==> src/hdl/smjp_pkg.sv <==
// Shared constants, codes and types of the sort-merge join probe.
package smjp_pkg;

  localparam int unsigned INNER_DEPTH = 4096;
  localparam int unsigned IDX_W       = $clog2(INNER_DEPTH);
  localparam int unsigned CNT_W       = $clog2(INNER_DEPTH + 1);
  localparam int unsigned KEY_W       = 32;
  localparam int unsigned REF_W       = 32;
  localparam int unsigned TOTAL_W     = 32;
  localparam int unsigned ENTRY_W     = KEY_W + REF_W;

  typedef enum logic [1:0] {
    ACT_START = 2'd0,
    ACT_LOAD  = 2'd1,
    ACT_PROBE = 2'd2
  } action_e;

  typedef enum logic [1:0] {
    ST_IDLE,
    ST_ISSUE,
    ST_SCAN,
    ST_EMIT
  } state_e;

  typedef struct packed {
    logic               matched;
    logic [REF_W-1:0]   outer_ref;
    logic [REF_W-1:0]   inner_ref;
    logic               exhausted;
    logic [TOTAL_W-1:0] match_total;
  } res_t;

endpackage

==> src/hdl/smjp_seq.sv <==
// Sequencer: load, start and probe handling with the cursor walk over the inner store.
module smjp_seq import smjp_pkg::*; (
  input  logic               clk_i,
  input  logic               rst_ni,
  input  logic               in_valid_i,
  output logic               in_ready_o,
  input  logic [1:0]         action_i,
  input  logic [KEY_W-1:0]   key_i,
  input  logic [REF_W-1:0]   ref_i,
  output logic               we_o,
  output logic [IDX_W-1:0]   waddr_o,
  output logic [ENTRY_W-1:0] wdata_o,
  output logic [IDX_W-1:0]   raddr_o,
  input  logic [ENTRY_W-1:0] rdata_i,
  output logic               res_valid_o,
  input  logic               res_ready_i,
  output res_t               res_o
);

  state_e             state_q, state_d;
  logic [CNT_W-1:0]   loaded_q, loaded_d;
  logic [CNT_W-1:0]   cursor_q, cursor_d;
  logic               done_q, done_d;
  logic [TOTAL_W-1:0] total_q, total_d;
  logic [KEY_W-1:0]   pkey_q, pkey_d;
  logic [REF_W-1:0]   pref_q, pref_d;
  logic               hit_q, hit_d;
  logic [REF_W-1:0]   iref_q, iref_d;

  logic [CNT_W-1:0]   cursor_nxt;
  logic [KEY_W-1:0]   rkey;

  assign cursor_nxt = cursor_q + CNT_W'(1);
  assign rkey       = rdata_i[KEY_W-1:0];

  always_ff @(posedge clk_i or negedge rst_ni) begin
    if (!rst_ni) begin
      state_q  <= ST_IDLE;
      loaded_q <= '0;
      cursor_q <= '0;
      done_q   <= 1'b0;
      total_q  <= '0;
    end else begin
      state_q  <= state_d;
      loaded_q <= loaded_d;
      cursor_q <= cursor_d;
      done_q   <= done_d;
      total_q  <= total_d;
    end
  end

  always_ff @(posedge clk_i) begin
    pkey_q <= pkey_d;
    pref_q <= pref_d;
    hit_q  <= hit_d;
    iref_q <= iref_d;
  end

  always_comb begin
    state_d     = state_q;
    loaded_d    = loaded_q;
    cursor_d    = cursor_q;
    done_d      = done_q;
    total_d     = total_q;
    pkey_d      = pkey_q;
    pref_d      = pref_q;
    hit_d       = hit_q;
    iref_d      = iref_q;
    in_ready_o  = 1'b0;
    we_o        = 1'b0;
    waddr_o     = loaded_q[IDX_W-1:0];
    wdata_o     = {ref_i, key_i};
    raddr_o     = cursor_q[IDX_W-1:0];
    res_valid_o = 1'b0;

    unique case (state_q)
      ST_IDLE: begin
        in_ready_o = 1'b1;
        if (in_valid_i) begin
          case (action_i)
            ACT_START: begin
              loaded_d = '0;
              cursor_d = '0;
              done_d   = 1'b0;
              total_d  = '0;
            end
            ACT_LOAD: begin
              // drop loads once the store is full
              if (loaded_q != CNT_W'(INNER_DEPTH)) begin
                we_o     = 1'b1;
                loaded_d = loaded_q + CNT_W'(1);
              end
            end
            ACT_PROBE: begin
              pkey_d  = key_i;
              pref_d  = ref_i;
              state_d = ST_ISSUE;
            end
            default: ;
          endcase
        end
      end
      ST_ISSUE: begin
        hit_d  = 1'b0;
        iref_d = '0;
        if (done_q) begin
          state_d = ST_EMIT;
        end else if (cursor_q >= loaded_q) begin
          done_d  = 1'b1;
          state_d = ST_EMIT;
        end else begin
          state_d = ST_SCAN;
        end
      end
      ST_SCAN: begin
        hit_d  = 1'b0;
        iref_d = '0;
        if (pkey_q > rkey) begin
          // advance past the smaller inner key and fetch the next one
          cursor_d = cursor_nxt;
          raddr_o  = cursor_nxt[IDX_W-1:0];
          if (cursor_nxt >= loaded_q) begin
            done_d  = 1'b1;
            state_d = ST_EMIT;
          end
        end else begin
          if (pkey_q == rkey) begin
            hit_d  = 1'b1;
            iref_d = rdata_i[ENTRY_W-1:KEY_W];
            if (total_q != '1) begin
              total_d = total_q + TOTAL_W'(1);
            end
          end
          state_d = ST_EMIT;
        end
      end
      ST_EMIT: begin
        res_valid_o = 1'b1;
        if (res_ready_i) begin
          state_d = ST_IDLE;
        end
      end
      default: state_d = ST_IDLE;
    endcase
  end

  assign res_o = '{
    matched:     hit_q,
    outer_ref:   pref_q,
    inner_ref:   iref_q,
    exhausted:   done_q,
    match_total: total_q
  };

endmodule

==> config.mk <==
export PLATFORM = sky130hd
export DESIGN_NAME = smjp_seq
export DESIGN_NICKNAME = d
export VERILOG_FILES = /design/src/hdl/smjp_pkg.sv /design/src/hdl/smjp_seq.sv
export SDC_FILE = /design/constraint.sdc
export NUM_CORES = 1
export LEC_CHECK = 0
export ABC_AREA = 1
export BUFFER_PORTS_ARGS = -buffer_cell sky130_fd_sc_hd__buf_2
export CAP_MARGIN = 25
export CORE_MARGIN = 2
export CORE_UTILIZATION = 40
export DETAILED_ROUTE_END_ITERATION = 8
export GPL_TIMING_DRIVEN = 0
export PLACE_DENSITY_LB_ADDON = 0.05
export SYNTH_ARGS = -nofsm -noshare
export SYNTH_HDL_FRONTEND = slang
export SYNTH_SLANG_ARGS = --single-unit
==> constraint.sdc <==
create_clock -name clk_i -period 6 [get_ports clk_i]
set_input_delay 0.6 -clock clk_i [delete_from_list [all_inputs] [get_ports clk_i]]
set_output_delay 0.6 -clock clk_i [all_outputs]
set_load 0.01 [all_outputs]
==> results.py <==
metrics = {
    "run_status": {
        "status": "completed",
    },
    "clock_tree": {
        "cts-root-buf": "clkbuf_16",
        "cts_buffers": 17,
        "post-cts-setup-buffers": 0,
        "cts_max_path_buffers": 2,
        "clkTransAtPathRegs_ns": 0.07,
        "post_cts_resized": 0,
        "cts_tree": "built",
        "cts_hold_buf": 0,
        "clock_latency_ns": 0.43,
        "clock-sinks": 158,
        "cts-htree-levels": 4,
    },
    "final_layout": {
        "area_growth_syn_to_layout_pct": 27.91,
        "drive_above_1_share": 0.3186,
        "num-fill-cells": 2310,
        "multi_input_area_sq_um": 3879,
        "seq_area_sq_um": 4439,
        "nNetsFinal": 1678,
    },
    "timing": {
        "maxSlewViolCount": 0,
        "worst_slew_pin_slew_ns": 0.8603,
        "fin_skew_ns": 0.01231,
        "fmax_ghz": 0.2949,
        "grt_setup_unrepaired": "false",
        "fin_tns_setup_ns": 0,
        "final-hold-violation-count": 0,
        "holdWs_ns": 0.2558,
        "fin_crit_ns": 3.391,
        "slew_headroom": 0.4264,
        "period_share": 0.5651,
        "setup_viol": 0,
    },
    "power": {
        "swShare": 0.3633,
        "combPwrFrac": 0.332,
        "p_per_area_nw_per_um2": 320.5,
        "clkPwrFrac": 0.297,
        "peakVddDrop_mv": 0.1922,
        "p_sw_mw": 1.438,
        "leakage_nw": 6.248,
        "seq_power_share": 0.371,
        "p_int_mw": 2.519,
    },
    "setup_path": {
        "r2r_cells": 15,
        "endpoint": "raddr_o[3]",
        "crit_path_start": "pkey_q[11]",
        "crit_type": "flip-flop to output port",
        "r2r-start": "cursor_q[0]",
        "crit_required_ns": 5.40,
        "cp.arrival_ns": 2.79,
        "start_kind": "flip-flop",
        "rr_endpoint": "state_q[0]",
        "worst-path-max-fanout": 10,
        "regToRegSetupSlack_ns": 3.08,
        "endpoint_kind": "output port",
    },
    "place": {
        "io_buffer_count": 322,
        "routabilityCongestion": 0.9043,
        "hpwl_mm": 22.91,
    },
    "die": {
        "core_sq_um": 23610,
        "std_cell_rows": 56,
        "die_h_microns": 159.3,
        "die_w_microns": 159.3,
        "design.die.area_sq_um": 25380,
        "start_util": 0.4087,
        "ios": 323,
    },
    "logic_synthesis": {
        "ys.flop_type": "edfxtp_1",
        "synthArstFlopShare": 0.3861,
        "synth_edf_count": 97,
        "syn_nets": 1335,
        "synth-seq-cells": 158,
        "synth.most_common_cell": "nand2_1",
        "synth_top_area_frac": 0.3018,
        "synth_cell_types": 37,
        "yosysTopAreaCell": "edfxtp_1",
        "synth.cell_area_sq_um": 9651,
        "syn_inst": 1135,
        "netlist_top_cells_area": "edfxtp_1 30%, dfrtp_1 16%, nand2_1 10%, ha_1 8.6%, buf_4 6.4%",
        "yosysSeqAreaShare": 0.4600,
        "synth.avg_cell_area_sq_um": 8.503,
        "synth_commonest_cells": "268 x nand2_1, 148 x inv_1, 126 x nor2_1, 97 x edfxtp_1, 82 x buf_4",
        "yosysWarnings": 0,
    },
    "detailed_routing": {
        "wl_mm": 28.41,
        "vias_per_cell": 4.672,
        "drtIter0Drc": 483,
        "ant_nets": 0,
        "drt_first_pass_iters": 5,
        "post-route-drc-count": 0,
        "wl_per_cell_microns": 15.67,
        "dr_total_vias": 8471,
    },
    "job": {
        "drv_cap": 0,
    },
    "global_routing": {
        "first_global_vias": 8469,
        "antenna_found_initial": 7,
        "grt_max_degree": 62,
        "grt_overflow_total": 0,
        "grt_pass1_wl_mm": 45.20,
        "grt.total_usage": 0.2266,
    },
    "hold_path": {
        "hp-class": "input port to async pin",
    },
}
power by group through the flow:
stage                     combinational [mW]  clock (mW)  sequential, mW
after floorplan                        0.739           0            1.55
after global placement                  1.30           0            1.49
after detailed placement                1.32           0            1.49
after CTS                               1.33        1.21            1.47
after global routing                    1.46        1.24            1.49
final                                   1.31        1.17            1.47
critical path, stage by stage, from the launching register on:
cell and delay, ns:
edfxtp_1 0.37, ha_1 0.32, nand2_1 0.07, nor2_1 0.15, nand4_1 0.19, inv_1 0.09, nand2_1 0.05, nand2_1 0.06
nand2_1 0.06, nand2_2 0.12, nand3_4 0.11, buf_2 0.23, o21ai_0 0.33, buf_2 0.20
stage by stage:
step                      setup slack, ns    util  area [sq um]  power, mW  cells
final                               2.609  0.5228         12340      3.957   1813
after global routing                2.430  0.5226         12340      4.196   1811
after detailed placement            2.769  0.4961         11710      2.815   1778
after floorplan                     1.932       -          9651      2.288   1135
after global placement             0.5447  0.4939         11660      2.796   1776
after CTS                           2.643  0.5225         12340      4.007   1810
worst min path at each step:
stage / startpoint / to / slack (ns)
2_1_floorplan: rst_ni / cursor_q[0] / 0.30
3_3_place_gp: total_q[16] / total_q[16] / 0.49
3_5_place_dp: total_q[16] / total_q[16] / 0.49
4_1_cts: rst_ni / loaded_q[2] / 0.28
5_1_grt: rst_ni / loaded_q[2] / 0.33
6_report: rst_ni / loaded_q[2] / 0.26
sequential cells by signal, indices dropped and copies added (netlist names):
name and flops:
hit_q 1, cursor_q 13, loaded_q 13, pref_q 32
state_q 2, total_q 32, done_q 1, iref_q 32
pkey_q 32
layout make-up:
type,instances,share of cell area
Antenna cell,3,0.0006082
Buffer,105,0.06284
Clock buffer,18,0.03477
Clock inverter,14,0.01571
Inverter,151,0.04592
Multi-Input combinational cell,721,0.3142
Sequential cell,158,0.3596
Tap cell,319,0.03233
Timing Repair Buffer,324,0.1340
cell families (layout without fill, tap and decap cells):
logic type      after synthesis  in the layout  synth area share
fa+ha+maj                    66             66           0.08557
compound gates               81             81           0.04499
xor+xnor                     28             28           0.02541
simple gates                546            546            0.2449
buf+inv                     256            612            0.1391
other cells                   0              3                 0
flops                       158            158            0.4600
layout by cell type (no fill, tap or decap), types with 2 or more instances in the layout:
cell,n
buf_2,332
nand2_1,268
inv_1,148
nor2_1,125
edfxtp_1,97
buf_4,83
ha_1,65
dfrtp_1,61
nand4_1,52
nand3_1,51
a21oi_1,37
o21ai_0,33
nor3_1,30
xor2_1,20
clkbuf_16,17
buf_6,8
xnor2_1,8
clkbuf_1,5
inv_8,5
inv_6,4
diode_2,3
nor3_2,3
nor2_2,3
nand2_2,3
o31ai_1,3
bufinv_16,3
nor4_1,2
a21o_1,2
inv_2,2
nand3b_1,2
or2_2,2
buf_12,2
routing by layer:
layer / up-vias / global-route usage / share of wire / wire length [microns]
li1: 4336 / - / - / -
met1: 3855 / 0.2580 / 0.40 / 11410
met2: 229 / 0.4018 / 0.50 / 14180
met3: 45 / 0.07867 / 0.074 / 2107
met4: 6 / 0.06653 / 0.024 / 671
met5: - / 0 / 0.0012 / 35
No activity file was read; power rests on OpenSTA's default activity.
